**config.mk**
```make
export PLATFORM = sky130hd
export DESIGN_NAME = crc32_packet_framer_core_flat
export DESIGN_NICKNAME = d
export VERILOG_FILES = /design/src/hw/rtl/cpf_pkg.sv /design/src/hw/rtl/cpf_ifs.sv /design/src/hw/rtl/cpf_front.sv /design/src/hw/rtl/cpf_cmd_queue.sv /design/src/hw/rtl/cpf_back.sv /design/src/hw/rtl/crc32_packet_framer_core.sv /design/src/flat_wrapper.sv
export SDC_FILE = /design/constraint.sdc
export NUM_CORES = 1
export LEC_CHECK = 0
export BUFFER_PORTS_ARGS = -buffer_cell sky130_fd_sc_hd__clkbuf_2
export CORE_ASPECT_RATIO = 1.75
export CORE_UTILIZATION = 62
export DETAILED_ROUTE_END_ITERATION = 10
export PLACE_DENSITY = 0.77
export SYNTH_ARGS = -nofsm -noshare
export SYNTH_HDL_FRONTEND = slang
export SYNTH_SLANG_ARGS = --single-unit
```
**constraint.sdc**
```tcl
create_clock -name i_clk -period 4.8 [get_ports i_clk]
set_input_delay 0.72 -clock i_clk [delete_from_list [all_inputs] [get_ports i_clk]]
set_output_delay 0.72 -clock i_clk [all_outputs]
set_load 0.005 [all_outputs]
```
**src/hw/rtl/cpf_pkg.sv**
```systemverilog
// package for the crc32 packet framer: request codes, command word, store write
// port and the byte-wise crc-32 update; no dependencies
`default_nettype none

package cpf_pkg;

    // largest payload held in the store
    localparam int MAX_PAYLOAD = 32;
    localparam int STORE_AW    = $clog2(MAX_PAYLOAD);

    // command queue between front and back
    localparam int Q_DEPTH = 4;
    localparam int Q_AW    = $clog2(Q_DEPTH);

    // reflected crc-32
    localparam logic [31:0] CRC_POLY = 32'hEDB88320;
    localparam logic [31:0] CRC_INIT = 32'hFFFFFFFF;

    // request codes on the input word
    localparam logic [1:0] REQ_BEGIN   = 2'd0;
    localparam logic [1:0] REQ_NAME    = 2'd1;
    localparam logic [1:0] REQ_PAYLOAD = 2'd2;

    typedef logic [7:0] t_byte;

    typedef enum logic [1:0] {
        CMD_HEADER,
        CMD_NAME,
        CMD_TRAILER,
        CMD_ERROR
    } t_cmd_kind;

    // one unit of work for the back end
    typedef struct packed {
        t_cmd_kind   kind;
        t_byte       data;      // packet type or name byte
        logic [15:0] nlen;      // name length for the header
        logic [5:0]  count;     // payload byte count for the trailer
        logic [31:0] crc;       // final crc for the trailer
        logic        flag;      // packet ends with this word / header
    } t_cmd;

    typedef struct packed {
        logic                en;
        logic [STORE_AW-1:0] addr;
        t_byte               data;
    } t_store_wr;

    typedef struct packed {
        logic full;
        logic empty;
    } t_q_status;

    // one byte through the reflected crc, lsb first
    function automatic logic [31:0] crc32_byte(input logic [31:0] crc, input t_byte b);
        logic [31:0] c;
        c = crc ^ {24'b0, b};
        for (int k = 0; k < 8; k++) begin
            c = c[0] ? ((c >> 1) ^ CRC_POLY) : (c >> 1);
        end
        return c;
    endfunction

endpackage

`default_nettype wire

```
**src/hw/rtl/cpf_ifs.sv**
```systemverilog
// valid/ready stream interfaces for the framer input and output words
// depends on nothing
`default_nettype none

interface cpf_in_if;
    logic        valid;
    logic        ready;
    logic [1:0]  req_type;
    logic [7:0]  data_byte;
    logic [7:0]  packet_type;
    logic [15:0] name_length;
    logic [5:0]  payload_length;

    modport source (output valid, req_type, data_byte, packet_type, name_length,
                    payload_length, input ready);
    modport sink (input valid, req_type, data_byte, packet_type, name_length,
                  payload_length, output ready);
endinterface

interface cpf_out_if;
    logic       valid;
    logic       ready;
    logic [7:0] out_byte;
    logic       run_last;
    logic       packet_end;
    logic       seq_error;

    modport source (output valid, out_byte, run_last, packet_end, seq_error, input ready);
    modport sink (input valid, out_byte, run_last, packet_end, seq_error, output ready);
endinterface

`default_nettype wire

```
**src/hw/rtl/cpf_front.sv**
```systemverilog
// front end: accepts input words, tracks the packet phase, runs the crc and
// issues commands to the queue; uses cpf_pkg and cpf_in_if
`default_nettype none

module cpf_front (
    input  wire logic              i_clk,
    input  wire logic              i_rst_n,
    cpf_in_if.sink                 i_in,
    input  wire cpf_pkg::t_q_status i_q_stat,
    input  wire logic              i_drain_done,
    output logic                   o_push,
    output cpf_pkg::t_cmd          o_cmd,
    output cpf_pkg::t_store_wr     o_store_wr
);
    import cpf_pkg::*;

    typedef enum logic [1:0] {
        PH_IDLE,
        PH_NAME,
        PH_PAYLOAD
    } t_phase;

    t_phase      r_phase, n_phase;
    logic [15:0] r_name_rem, n_name_rem;
    logic [5:0]  r_expected, n_expected;
    logic [5:0]  r_count, n_count;
    logic [31:0] r_crc, n_crc;
    logic        r_drain_busy, n_drain_busy;

    logic        accept;
    logic        ok;
    logic [31:0] crc_next;
    logic [5:0]  cnt_inc;
    logic        last_name;

    // hold off while the queue is full or the store is being drained
    assign i_in.ready = !i_q_stat.full && !r_drain_busy;
    assign accept     = i_in.valid && i_in.ready;
    assign crc_next   = crc32_byte(r_crc, i_in.data_byte);
    assign cnt_inc    = r_count + 6'd1;
    assign last_name  = (r_name_rem <= 16'd1);

    // classify the word and work out the next phase
    always_comb begin
        n_phase      = r_phase;
        n_name_rem   = r_name_rem;
        n_expected   = r_expected;
        n_count      = r_count;
        n_crc        = r_crc;
        n_drain_busy = r_drain_busy;
        o_push       = 1'b0;
        o_cmd        = '0;
        o_store_wr   = '0;
        ok           = 1'b0;

        if (i_drain_done) begin
            n_drain_busy = 1'b0;
        end

        unique case (i_in.req_type)
            REQ_BEGIN:   ok = (r_phase == PH_IDLE) &&
                              (i_in.payload_length <= 6'(MAX_PAYLOAD));
            REQ_NAME:    ok = (r_phase == PH_NAME);
            REQ_PAYLOAD: ok = (r_phase == PH_PAYLOAD);
            default:     ok = 1'b0;
        endcase

        if (accept) begin
            if (!ok) begin
                // abort the packet, one error word
                o_push     = 1'b1;
                o_cmd.kind = CMD_ERROR;
                n_phase    = PH_IDLE;
                n_name_rem = '0;
                n_expected = '0;
                n_count    = '0;
                n_crc      = CRC_INIT;
            end else if (i_in.req_type == REQ_BEGIN) begin
                o_push     = 1'b1;
                o_cmd.kind = CMD_HEADER;
                o_cmd.data = i_in.packet_type;
                o_cmd.nlen = i_in.name_length;
                o_cmd.flag = (i_in.name_length == 16'd0) && (i_in.payload_length == 6'd0);
                n_name_rem = i_in.name_length;
                n_expected = i_in.payload_length;
                n_count    = '0;
                n_crc      = CRC_INIT;
                if (i_in.name_length != 16'd0) begin
                    n_phase = PH_NAME;
                end else if (i_in.payload_length != 6'd0) begin
                    n_phase = PH_PAYLOAD;
                end else begin
                    n_phase = PH_IDLE;
                end
            end else if (i_in.req_type == REQ_NAME) begin
                o_push     = 1'b1;
                o_cmd.kind = CMD_NAME;
                o_cmd.data = i_in.data_byte;
                o_cmd.flag = last_name && (r_expected == 6'd0);
                n_name_rem = last_name ? 16'd0 : r_name_rem - 16'd1;
                if (last_name) begin
                    n_phase = (r_expected == 6'd0) ? PH_IDLE : PH_PAYLOAD;
                end
            end else begin
                // payload word: store it and fold it into the crc
                o_store_wr.en   = 1'b1;
                o_store_wr.addr = r_count[STORE_AW-1:0];
                o_store_wr.data = i_in.data_byte;
                n_crc           = crc_next;
                n_count         = cnt_inc;
                if (cnt_inc >= r_expected) begin
                    o_push       = 1'b1;
                    o_cmd.kind   = CMD_TRAILER;
                    o_cmd.count  = cnt_inc;
                    o_cmd.crc    = ~crc_next;
                    n_drain_busy = 1'b1;
                    n_phase      = PH_IDLE;
                    n_name_rem   = '0;
                    n_expected   = '0;
                    n_count      = '0;
                    n_crc        = CRC_INIT;
                end
            end
        end
    end

    // phase and counter registers
    always_ff @(posedge i_clk) begin
        if (!i_rst_n) begin
            r_phase      <= PH_IDLE;
            r_name_rem   <= '0;
            r_expected   <= '0;
            r_count      <= '0;
            r_crc        <= CRC_INIT;
            r_drain_busy <= 1'b0;
        end else begin
            r_phase      <= n_phase;
            r_name_rem   <= n_name_rem;
            r_expected   <= n_expected;
            r_count      <= n_count;
            r_crc        <= n_crc;
            r_drain_busy <= n_drain_busy;
        end
    end

endmodule

`default_nettype wire

```
**src/hw/rtl/cpf_cmd_queue.sv**
```systemverilog
// short command queue between the framer front and back ends
// uses cpf_pkg
`default_nettype none

module cpf_cmd_queue (
    input  wire logic          i_clk,
    input  wire logic          i_rst_n,
    input  wire logic          i_push,
    input  wire cpf_pkg::t_cmd i_cmd,
    input  wire logic          i_pop,
    output cpf_pkg::t_cmd      o_head,
    output cpf_pkg::t_q_status o_stat
);
    import cpf_pkg::*;

    t_cmd          r_mem [Q_DEPTH];
    logic [Q_AW-1:0] r_wr_ptr, r_rd_ptr;
    logic [Q_AW:0]   r_fill;

    logic do_push;
    logic do_pop;

    assign o_stat.full  = (r_fill == (Q_AW+1)'(Q_DEPTH));
    assign o_stat.empty = (r_fill == '0);
    assign o_head       = r_mem[r_rd_ptr];
    assign do_push      = i_push && !o_stat.full;
    assign do_pop       = i_pop && !o_stat.empty;

    // entry storage
    always_ff @(posedge i_clk) begin
        if (do_push) begin
            r_mem[r_wr_ptr] <= i_cmd;
        end
    end

    // pointers and fill level
    always_ff @(posedge i_clk) begin
        if (!i_rst_n) begin
            r_wr_ptr <= '0;
            r_rd_ptr <= '0;
            r_fill   <= '0;
        end else begin
            if (do_push) begin
                r_wr_ptr <= r_wr_ptr + 1'b1;
            end
            if (do_pop) begin
                r_rd_ptr <= r_rd_ptr + 1'b1;
            end
            case ({do_push, do_pop})
                2'b10:   r_fill <= r_fill + 1'b1;
                2'b01:   r_fill <= r_fill - 1'b1;
                default: r_fill <= r_fill;
            endcase
        end
    end

endmodule

`default_nettype wire

```
**src/hw/rtl/cpf_back.sv**
```systemverilog
// back end: turns commands into output words, holds the magic register and
// the payload store; uses cpf_pkg and cpf_out_if
`default_nettype none

module cpf_back (
    input  wire logic               i_clk,
    input  wire logic               i_rst_n,
    input  wire logic               i_cfg_wr_en,
    input  wire logic [15:0]        i_cfg_wr_data,
    input  wire cpf_pkg::t_q_status i_q_stat,
    input  wire cpf_pkg::t_cmd      i_q_head,
    output logic                    o_pop,
    input  wire cpf_pkg::t_store_wr i_store_wr,
    output logic                    o_drain_done,
    cpf_out_if.source               o_out
);
    import cpf_pkg::*;

    typedef enum logic [1:0] {
        ST_IDLE,
        ST_HDR,
        ST_TRL,
        ST_DRAIN
    } t_state;

    localparam logic [2:0] HDR_LAST = 3'd6;
    localparam logic [2:0] TRL_LAST = 3'd7;

    t_byte               r_store [MAX_PAYLOAD];
    t_byte               r_rd_data;
    logic [15:0]         r_magic;

    t_state              r_state, n_state;
    logic [2:0]          r_step, n_step;
    logic [STORE_AW-1:0] r_idx, n_idx;
    t_cmd                r_cmd, n_cmd;
    logic                r_valid, n_valid;
    t_byte               r_byte, n_byte;
    logic                r_last, n_last;
    logic                r_end, n_end;
    logic                r_err, n_err;

    logic                adv;

    assign o_out.valid      = r_valid;
    assign o_out.out_byte   = r_byte;
    assign o_out.run_last   = r_last;
    assign o_out.packet_end = r_end;
    assign o_out.seq_error  = r_err;

    // output slot free or being taken
    assign adv = !r_valid || o_out.ready;

    // magic register
    always_ff @(posedge i_clk) begin
        if (!i_rst_n) begin
            r_magic <= '0;
        end else if (i_cfg_wr_en) begin
            r_magic <= i_cfg_wr_data;
        end
    end

    // payload store, with a registered read addressed by the next drain index
    always_ff @(posedge i_clk) begin
        if (i_store_wr.en) begin
            r_store[i_store_wr.addr] <= i_store_wr.data;
        end
        r_rd_data <= r_store[n_idx];
    end

    // sequencer: next output word
    always_comb begin
        n_state      = r_state;
        n_step       = r_step;
        n_idx        = r_idx;
        n_cmd        = r_cmd;
        n_valid      = r_valid;
        n_byte       = r_byte;
        n_last       = r_last;
        n_end        = r_end;
        n_err        = r_err;
        o_pop        = 1'b0;
        o_drain_done = 1'b0;

        if (adv) begin
            n_valid = 1'b0;
            n_byte  = '0;
            n_last  = 1'b0;
            n_end   = 1'b0;
            n_err   = 1'b0;
            unique case (r_state)
                ST_IDLE: begin
                    if (!i_q_stat.empty) begin
                        o_pop   = 1'b1;
                        n_cmd   = i_q_head;
                        n_valid = 1'b1;
                        unique case (i_q_head.kind)
                            CMD_ERROR: begin
                                n_err  = 1'b1;
                                n_last = 1'b1;
                            end
                            CMD_NAME: begin
                                n_byte = i_q_head.data;
                                n_end  = i_q_head.flag;
                                n_last = 1'b1;
                            end
                            CMD_HEADER: begin
                                n_byte  = r_magic[7:0];
                                n_step  = 3'd1;
                                n_state = ST_HDR;
                            end
                            CMD_TRAILER: begin
                                n_byte  = 8'(i_q_head.count);
                                n_step  = 3'd1;
                                n_idx   = '0;
                                n_state = ST_TRL;
                            end
                        endcase
                    end
                end
                ST_HDR: begin
                    n_valid = 1'b1;
                    case (r_step)
                        3'd1:    n_byte = r_magic[15:8];
                        3'd2:    n_byte = r_cmd.data;
                        3'd3:    n_byte = r_cmd.nlen[7:0];
                        3'd4:    n_byte = r_cmd.nlen[15:8];
                        default: n_byte = '0;
                    endcase
                    if (r_step == HDR_LAST) begin
                        n_last  = 1'b1;
                        n_end   = r_cmd.flag;
                        n_state = ST_IDLE;
                    end else begin
                        n_step = r_step + 3'd1;
                    end
                end
                ST_TRL: begin
                    // upper length bytes are zero, then the crc low byte first
                    n_valid = 1'b1;
                    n_idx   = '0;
                    case (r_step)
                        3'd4:    n_byte = r_cmd.crc[7:0];
                        3'd5:    n_byte = r_cmd.crc[15:8];
                        3'd6:    n_byte = r_cmd.crc[23:16];
                        3'd7:    n_byte = r_cmd.crc[31:24];
                        default: n_byte = '0;
                    endcase
                    if (r_step == TRL_LAST) begin
                        n_state = ST_DRAIN;
                    end else begin
                        n_step = r_step + 3'd1;
                    end
                end
                ST_DRAIN: begin
                    n_valid = 1'b1;
                    n_byte  = r_rd_data;
                    if (({1'b0, r_idx} + 6'd1) == r_cmd.count) begin
                        n_last       = 1'b1;
                        n_end        = 1'b1;
                        n_idx        = '0;
                        n_state      = ST_IDLE;
                        o_drain_done = 1'b1;
                    end else begin
                        n_idx = r_idx + 1'b1;
                    end
                end
                default: n_state = ST_IDLE;
            endcase
        end
    end

    // state and output word registers
    always_ff @(posedge i_clk) begin
        if (!i_rst_n) begin
            r_state <= ST_IDLE;
            r_step  <= '0;
            r_idx   <= '0;
            r_valid <= 1'b0;
        end else begin
            r_state <= n_state;
            r_step  <= n_step;
            r_idx   <= n_idx;
            r_valid <= n_valid;
        end
        r_cmd  <= n_cmd;
        r_byte <= n_byte;
        r_last <= n_last;
        r_end  <= n_end;
        r_err  <= n_err;
    end

endmodule

`default_nettype wire

```
**src/hw/rtl/crc32_packet_framer_core.sv**
```systemverilog
// crc32 packet framer. output runs at one byte per cycle while the output is ready:
// 7 bytes for a header, 1 for a name byte or an error, 8 plus the payload length
// after the last payload word. input takes one word per cycle until the 4-entry
// command queue fills or a stored payload is being drained.
// reset is synchronous, active low, clears control state and magic; store not cleared
`default_nettype none

module crc32_packet_framer_core (
    input  wire logic        i_clk,
    input  wire logic        i_rst_n,
    input  wire logic        i_cfg_wr_en,
    input  wire logic [15:0] i_cfg_wr_data,
    cpf_in_if.sink           i_in,
    cpf_out_if.source        o_out
);
    import cpf_pkg::*;

    logic      push;
    logic      pop;
    logic      drain_done;
    t_cmd      cmd;
    t_cmd      head;
    t_q_status q_stat;
    t_store_wr store_wr;

    // word intake and classification
    cpf_front u_front (
        .i_clk        (i_clk),
        .i_rst_n      (i_rst_n),
        .i_in         (i_in),
        .i_q_stat     (q_stat),
        .i_drain_done (drain_done),
        .o_push       (push),
        .o_cmd        (cmd),
        .o_store_wr   (store_wr)
    );

    // decoupling queue
    cpf_cmd_queue u_queue (
        .i_clk   (i_clk),
        .i_rst_n (i_rst_n),
        .i_push  (push),
        .i_cmd   (cmd),
        .i_pop   (pop),
        .o_head  (head),
        .o_stat  (q_stat)
    );

    // output sequencing
    cpf_back u_back (
        .i_clk         (i_clk),
        .i_rst_n       (i_rst_n),
        .i_cfg_wr_en   (i_cfg_wr_en),
        .i_cfg_wr_data (i_cfg_wr_data),
        .i_q_stat      (q_stat),
        .i_q_head      (head),
        .o_pop         (pop),
        .i_store_wr    (store_wr),
        .o_drain_done  (drain_done),
        .o_out         (o_out)
    );

endmodule

`default_nettype wire

```
**src/flat_wrapper.sv**
```systemverilog
// flat-port wrapper written by rule: the top's interface ports become plain ports
module crc32_packet_framer_core_flat import cpf_pkg::*;
  (i_clk, i_rst_n, i_cfg_wr_en, i_cfg_wr_data, i_in_valid, i_in_req_type, i_in_data_byte, i_in_packet_type, i_in_name_length, i_in_payload_length, i_in_ready, o_out_valid, o_out_out_byte, o_out_run_last, o_out_packet_end, o_out_seq_error, o_out_ready);
  cpf_in_if i_in_i ();
  cpf_out_if o_out_i ();
  input  wire logic i_clk;
  input  wire logic i_rst_n;
  input  wire logic i_cfg_wr_en;
  input  wire logic [15:0] i_cfg_wr_data;
  input wire logic [$bits(i_in_i.valid)-1:0] i_in_valid;
  input wire logic [$bits(i_in_i.req_type)-1:0] i_in_req_type;
  input wire logic [$bits(i_in_i.data_byte)-1:0] i_in_data_byte;
  input wire logic [$bits(i_in_i.packet_type)-1:0] i_in_packet_type;
  input wire logic [$bits(i_in_i.name_length)-1:0] i_in_name_length;
  input wire logic [$bits(i_in_i.payload_length)-1:0] i_in_payload_length;
  output wire logic [$bits(i_in_i.ready)-1:0] i_in_ready;
  output wire logic [$bits(o_out_i.valid)-1:0] o_out_valid;
  output wire logic [$bits(o_out_i.out_byte)-1:0] o_out_out_byte;
  output wire logic [$bits(o_out_i.run_last)-1:0] o_out_run_last;
  output wire logic [$bits(o_out_i.packet_end)-1:0] o_out_packet_end;
  output wire logic [$bits(o_out_i.seq_error)-1:0] o_out_seq_error;
  input wire logic [$bits(o_out_i.ready)-1:0] o_out_ready;
  assign i_in_i.valid = i_in_valid;
  assign i_in_i.req_type = i_in_req_type;
  assign i_in_i.data_byte = i_in_data_byte;
  assign i_in_i.packet_type = i_in_packet_type;
  assign i_in_i.name_length = i_in_name_length;
  assign i_in_i.payload_length = i_in_payload_length;
  assign i_in_ready = i_in_i.ready;
  assign o_out_valid = o_out_i.valid;
  assign o_out_out_byte = o_out_i.out_byte;
  assign o_out_run_last = o_out_i.run_last;
  assign o_out_packet_end = o_out_i.packet_end;
  assign o_out_seq_error = o_out_i.seq_error;
  assign o_out_i.ready = o_out_ready;
  crc32_packet_framer_core u_core (.i_clk(i_clk), .i_rst_n(i_rst_n), .i_cfg_wr_en(i_cfg_wr_en), .i_cfg_wr_data(i_cfg_wr_data), .i_in(i_in_i), .o_out(o_out_i));
endmodule
```
## Yosys cells after proc, flatten, opt, wreduce, memory -nomap -nowiden

Memories as Yosys holds them, arrays and structs flattened. A register that Yosys moved wholly into a read port is not among the register bits.
Cells that the tools add are included.

- Word-level logic and storage cells: 223
- Bits in registers: 171
- ROM bits: 0
- Memories: 2
- Latch bits: 0
- Bits of input ports: 61
- Output and inout port bits: 13
- RAM bits: 516

- Shifts and indexed selects: 0
- Multipliers: 0
- Reduce and logical (&&, ||, !) cells: 35
- Divide/modulo/power cells: 0
- Magnitude comparators: 3
- Multiplexer cells: 106
- $add $sub $neg: 9
- Bitwise operators: 12
- Eq/ne operators: 33

Memories:

| memory | words | bits a word | rd ports | clocked after memory_dff | wr ports | RTL line | source |
|---|---|---|---|---|---|---|---|
| u_core.u_queue.r_mem | 4 | 65 | 1 | 1 | 1 | cpf_cmd_queue.sv:16 | `t_cmd r_mem [Q_DEPTH];` |
| u_core.u_back.r_store | 32 | 8 | 1 | 1 | 1 | cpf_back.sv:29 | `t_byte r_store [MAX_PAYLOAD];` |

Operators with widths:

| cell | number |
|---|---|
| 32-bit two-way mux | 12 |
| 38-bit two-way mux | 3 |
| 13-bit inverter with 14-bit output | 8 |
| 16-bit two-way mux | 6 |
| 8-bit one-hot mux with 4 select lines | 3 |
| 65-bit two-way mux | 1 |
| 63-bit two-way mux | 1 |
| 14-bit two-way mux | 4 |
| 6-bit two-way mux | 8 |
| 2-bit two-way mux | 17 |
| 32-bit inverter | 1 |
| 32-bit by 8-bit XOR with 32-bit output | 1 |
| 1-bit two-way mux | 30 |
| 8-bit one-hot mux with 3 select lines | 1 |
| 5-bit two-way mux | 4 |
| 16-bit by 1-bit <= comparator with 1-bit output, second input constant | 1 |
| 16-bit logical NOT | 1 |
| 8-bit two-way mux | 2 |
| 16-bit nonzero test | 1 |
| 16-bit by 1-bit subtractor with 16-bit output, second input constant | 1 |
| 3-bit == test, second input constant | 5 |
| 5-bit one-hot mux with 3 select lines | 1 |
| 2-bit == test, second input constant | 7 |
| 2-bit inequality test, second input constant | 7 |
| 39 further kinds | 72 |

## Depth between registers and ports, before layout

- Word-level depth: 23
- Gate-level depth with buffers: 16
- Depth with buffers taken out: 15

## Cells and area by module

From an unflattened synthesis, not the netlist that was laid out.

- Cells, all modules: 2185
- Area total of the unflattened synthesis: 29903.7 um^2

By module, submodules not included:

| module | cells an instance | seq. area each (um^2) | area an instance (um^2) | instances |
|---|---|---|---|---|
| cpf_back | 1187 | 10610.2 | 15297.2 | 1 |
| cpf_cmd_queue | 393 | 7987.7 | 9913.3 | 1 |
| cpf_front | 605 | 1261.2 | 4693.3 | 1 |

## Least setup slack after synthesis

No wires, ideal clock.

- Path type: input -> register
- From: input port i_in_req_type[1]
- To: memory u_core.u_queue.r_mem[0][0] (netlist bit) (enable)
- Data required time: 4.370 ns
- Data arrival time: 3.877 ns
- Path buffers: 2
- Stages on the path: 11
- Setup slack: 0.493 ns
- Setup time: 0.430 ns
- Path through: inv_1 -> ha_1 -> nand2_1 -> nor2_1 -> a31oi_1 -> o21ai_1 -> nand2_1 -> a2111o_1 -> clkbuf_1 -> clkbuf_1 -> and3_1

- Longest elaborated chain between the ends: 8
- Elaborated cells on any way between the ends: 11
- Those cells by class: eq/ne (2); mux (7); reduce/logical (2)

Ends and longest elaborated chain:

| item | RTL line | source |
|---|---|---|
| from (decl) | flat_wrapper.sv:11 | `input wire logic [$bits(i_in_i.req_type)-1:0] i_in_req_type;` |
| 2-bit by 1-bit == test with 1-bit output | cpf_front.sv:60, cpf_front.sv:95 |  |
| 1-bit two-way mux | cpf_front.sv:95 | `end else if (i_in.req_type == REQ_NAME) begin` |
| 1-bit two-way mux | cpf_front.sv:78 | `end else if (i_in.req_type == REQ_BEGIN) begin` |
| 1-bit two-way mux (*) | cpf_front.sv:69 | `if (!ok) begin` |
| 1-bit two-way mux (*) | cpf_front.sv:68 | `if (accept) begin` |
| 1-bit logical AND (*) | cpf_cmd_queue.sv:26 | `assign do_push = i_push && !o_stat.full;` |
| 1-bit two-way mux (*) | cpf_cmd_queue.sv:31 | `if (do_push) begin` |
| 1-bit two-way mux (not written as such) (*) | cpf_cmd_queue.sv:32 | `r_mem[r_wr_ptr] <= i_cmd;` |
| to (decl) | cpf_cmd_queue.sv:16 |  |

Mark *: on every way between the ends. The rest lies on a longest branch, timed or not.

## Worst setup path after layout

- From: register u_core.u_back.r_idx[0]
- To: register u_core.u_back.r_rd_data[5], read port of u_core.u_back.r_store

- Longest elaborated chain between the ends: 5
- Elaborated cells on any way between the ends: 8
- Those cells by class: add/sub (2); eq/ne (1); mux (5)

Ends and longest elaborated chain:

| item | RTL line | source |
|---|---|---|
| from (decl) | cpf_back.sv:35 | `logic [STORE_AW-1:0] r_idx, n_idx;` |
| from (signal assigned) | cpf_back.sv:183 | `r_idx <= n_idx;` |
| 5-bit by 1-bit adder with 6-bit output | cpf_back.sv:158 | `if (({1'b0, r_idx} + 6'd1) == r_cmd.count) begin` |
| 6-bit == test | cpf_back.sv:158 |  |
| 5-bit two-way mux | cpf_back.sv:158 |  |
| 5-bit one-hot mux with 3 select lines | cpf_back.sv:91 | `unique case (r_state)` |
| 5-bit two-way mux (*) | cpf_back.sv:85 | `if (adv) begin` |
| to (decl) | cpf_back.sv:30 | `t_byte r_rd_data;` |

Marks and branches as above.
A chain may end at the register's enable or synchronous reset.

==> flow_summary.ini <==
[logic_synthesis]
netlist_instances = 2009
synth_edf_count = 590
mappedNetlistNets = 2101
ys_warn_count = 0
ys_async_sr_fraction = 0
synth.area.top_cells = edfxtp_1, dfxtp_1, mux4_2, mux2i_1, nor2_1
syn_area_um2 = 29400
synth_area_leader_cell = edfxtp_1
ys_types = 74
synth_seq_cells = 697
postSynthAreaPerCell_um2 = 14.6
ys_seq_area_frac = 0.675
synthFlopType = edfxtp_1
synth_top_area_frac = 0.602

[cts]
cts_setup_buffers = 0
cts.path.max_buffers = 3
cts_resized = 0
h-tree-depth = 2
tritoncts = done
clkLatencyLatePin_ns = 0.62
numCtsBuffers = 58
root_buffer = clkbuf_16
clk_pin_slew_ns = 0.07
hold_buffers = 0
cts_sinks = 697

[sta]
tns_ns = 0
fin_crit_ns = 3.99
hold_viol_final = 0
worst_slew_pin_slew_ns = 1.27
max_clock_freq_mhz = 251
rsz0062_at_grt = false
fin_ws_ns = 0.815
post-route-period-util = 0.830
finalSetupViolations = 0
slew-limit-headroom = 0.156
fin_skew_ns = 0.0276
drv_slew = 0

[placement]
dpl.hpwl_um = 50900
place_ws_ns = 0.665
place_inst = 2613
io_buffers = 73
place.gp.congestion = 1.01

[floorplanning]
start_util = 0.627
dieArea_um2 = 48400
ioPinCount = 74
core_area_um2 = 46900
die_h_um = 290
fp-row-count = 105
die-width_um = 167

[routing]
post-route-drc-count = 0
firstDrtPassIters = 6
vias_per_cell = 6.55
drt-initial-drc-count = 1486
dr_total_vias = 17800
wl_per_cell_um = 27.4
wl_um = 74700
drtAntennaViolNets = 0

[status]
status = finished, final reports clean

[grt]
grt_pass1_wl_um = 111000
grt_max_degree = 66
grt_pass1_vias = 18200
antenna_found_initial = 0
track_usage = 0.312
grt_overflow_total = 0

[critical_path]
critPathMaxStageDelay_ns = 0.58
crit_fanout = 26
worst_ep_arrival_time_ns = 4.44
cp-end-kind = register
slowest_stage = a21o_2
critPathTopFamily = compound AO/OA/AOI/OAI gates
crit_buf_inv = 1
start_kind = register
required_ns = 5.25
path_cells = ha_1, and3_1, xnor3_1, o2111ai_2, buf_4, a21o_2, mux2i_1, a211oi_1, o22ai_1, a211oi_2
worstSetupPathType = reg -> reg

[finish]
num-fill-cells = 3040
nets = 2177
final_cells = 2722
layout_commonest_cell = edfxtp_1
utilization = 0.692
final_layout_size_suffix_gt1_frac = 0.152
final_cell_mix = edfxtp_1, nor2_1, mux2i_1
syn_to_final_growth_pct = 10.4
antenna_cells = 0

[flow_run]
cap_violations = 0

[pwr]
ir_drop_v = 0.000449
power.leakage_nw = 11.8
power.density_nw_per_um2 = 499

[worst_hold_path]
worstHoldPathType = in -> reg
==> worst reg2reg max path: cells and delay by family, from the launching register on <==
| family | cells | cell delay, ns |
|---|---|---|
| compound gates | 5 | 1.65 |
| simple gates | 1 | 0.25 |
| xor+xnor | 1 | 0.25 |
| buf+inv | 1 | 0.40 |
| flops | 1 | 0.47 |
| mux | 1 | 0.52 |
| fa+ha+maj | 1 | 0.30 |
==> stage by stage <==
step / power, mW / hold slack, ns / instance area [um^2]
floorplan: 10.3 / 0.443 / 29400
detailed placement: 11.4 / 0.465 / 30500
CTS: 16.2 / 0.342 / 32500
finish: 16.2 / 0.350 / 32500
global route: 16.7 / 0.351 / 32500
global placement: 11.3 / 0.464 / 30500
==> logic make-up (layout without fill, tap and decap cells) <==
kind of cell    count (synthesis)  count (layout)  synth area share
flops                         697             697             0.675
simple gates                  472             472            0.0746
xor+xnor                       93              93            0.0291
compound gates                340             340            0.0840
buf+inv                       172             297            0.0267
mux                           204             204            0.0971
fa+ha+maj                      31              31            0.0134
==> power by group <==
part	internal [mW]	switching [mW]	total (mW)
Combinational	1.36	2.31	3.68
Clock	2.73	2.14	4.88
Sequential	7.38	0.283	7.66
==> routing by layer <==
layer  GRT usage  share of wire  vias up
li1            -              -     7888
met1       0.321           0.32     8887
met2       0.588           0.55      818
met3      0.0357          0.053      244
met4       0.213          0.076        0
met5           0              0        -
==> worst paths after layout <==
kind / from / end / slack [ns] / depth (start not counted)
max: u_core.u_back.r_idx[0]$_SDFF_PN0_ / u_core.u_back.r_rd_data[5]$_DFF_P_ / 0.81 / 10
min: i_cfg_wr_data[4] / u_core.u_back.r_magic[4]$_SDFFE_PN0P_ / 0.35 / 3
max reg2reg: u_core.u_back.r_idx[0]$_SDFF_PN0_ / u_core.u_back.r_rd_data[5]$_DFF_P_ / 0.81 / 10
min reg2reg: u_core.u_front.r_crc[29]$_SDFFE_PN1P_ / u_core.u_front.r_crc[29]$_SDFFE_PN1P_ / 0.48 / 2
==> registers in the layout (all words and copies together) (netlist names), 2 cells and up, named ones only <==
name                          cells
u_core.u_back.r_state             2
u_core.u_back.r_idx               5
u_core.u_queue.r_fill             3
u_core.u_queue.r_rd_ptr           2
u_core.u_queue.r_mem            260
u_core.u_front.r_count            6
u_core.u_back.r_cmd              63
u_core.u_front.r_name_rem        16
u_core.u_queue.r_wr_ptr           2
u_core.u_back.r_rd_data           8
u_core.u_back.r_store           256
u_core.u_front.r_crc             32
u_core.u_back.r_step              3
u_core.u_back.o_out.out_byte      8
u_core.u_back.r_magic            16
u_core.u_front.r_expected         6
u_core.u_front.r_phase            2
==> synthesized netlist by cell type, drive strengths merged (3+ instances only) <==
| library cell | instances |
|---|---|
| nor3 | 26 |
| or3 | 7 |
| o31a | 5 |
| a21o | 6 |
| o21a | 6 |
| xnor2 | 58 |
| and3 | 35 |
| and2 | 8 |
| nand3b | 3 |
| o211ai | 9 |
| a22o | 7 |
| clkbuf | 63 |
| mux2i | 139 |
| a22oi | 22 |
| a221oi | 16 |
| nor4 | 12 |
| a311oi | 6 |
| and4 | 3 |
| a211oi | 61 |
| inv | 55 |
| edfxtp | 590 |
| o31ai | 10 |
| a41oi | 3 |
| xor2 | 32 |
| a32oi | 7 |
| nand3 | 55 |
| a222oi | 14 |
| mux4 | 65 |
| nand4 | 10 |
| nor2b | 24 |
| a21oi | 73 |
| ha | 30 |
| a32o | 3 |
| nand2b | 5 |
| o22ai | 40 |
| o21ai | 29 |
| nor2 | 158 |
| nand2 | 119 |
| buf | 54 |
| a2111oi | 7 |
| a31oi | 7 |
| dfxtp | 107 |
==> layout make-up <==
| type | count | area (um^2) | area share |
|---|---|---|---|
| sequential | 697 | 19900 | 0.612 |
| timing repair buffer | 133 | 853 | 0.0263 |
| clock buffer | 78 | 1640 | 0.0505 |
| inverter | 55 | 206 | 0.00636 |
| tap | 588 | 736 | 0.0227 |
| clock inverter | 31 | 347 | 0.0107 |
| multi-input combinational | 1140 | 8830 | 0.272 |
Note: power is estimated with default switching activity, not from simulation.
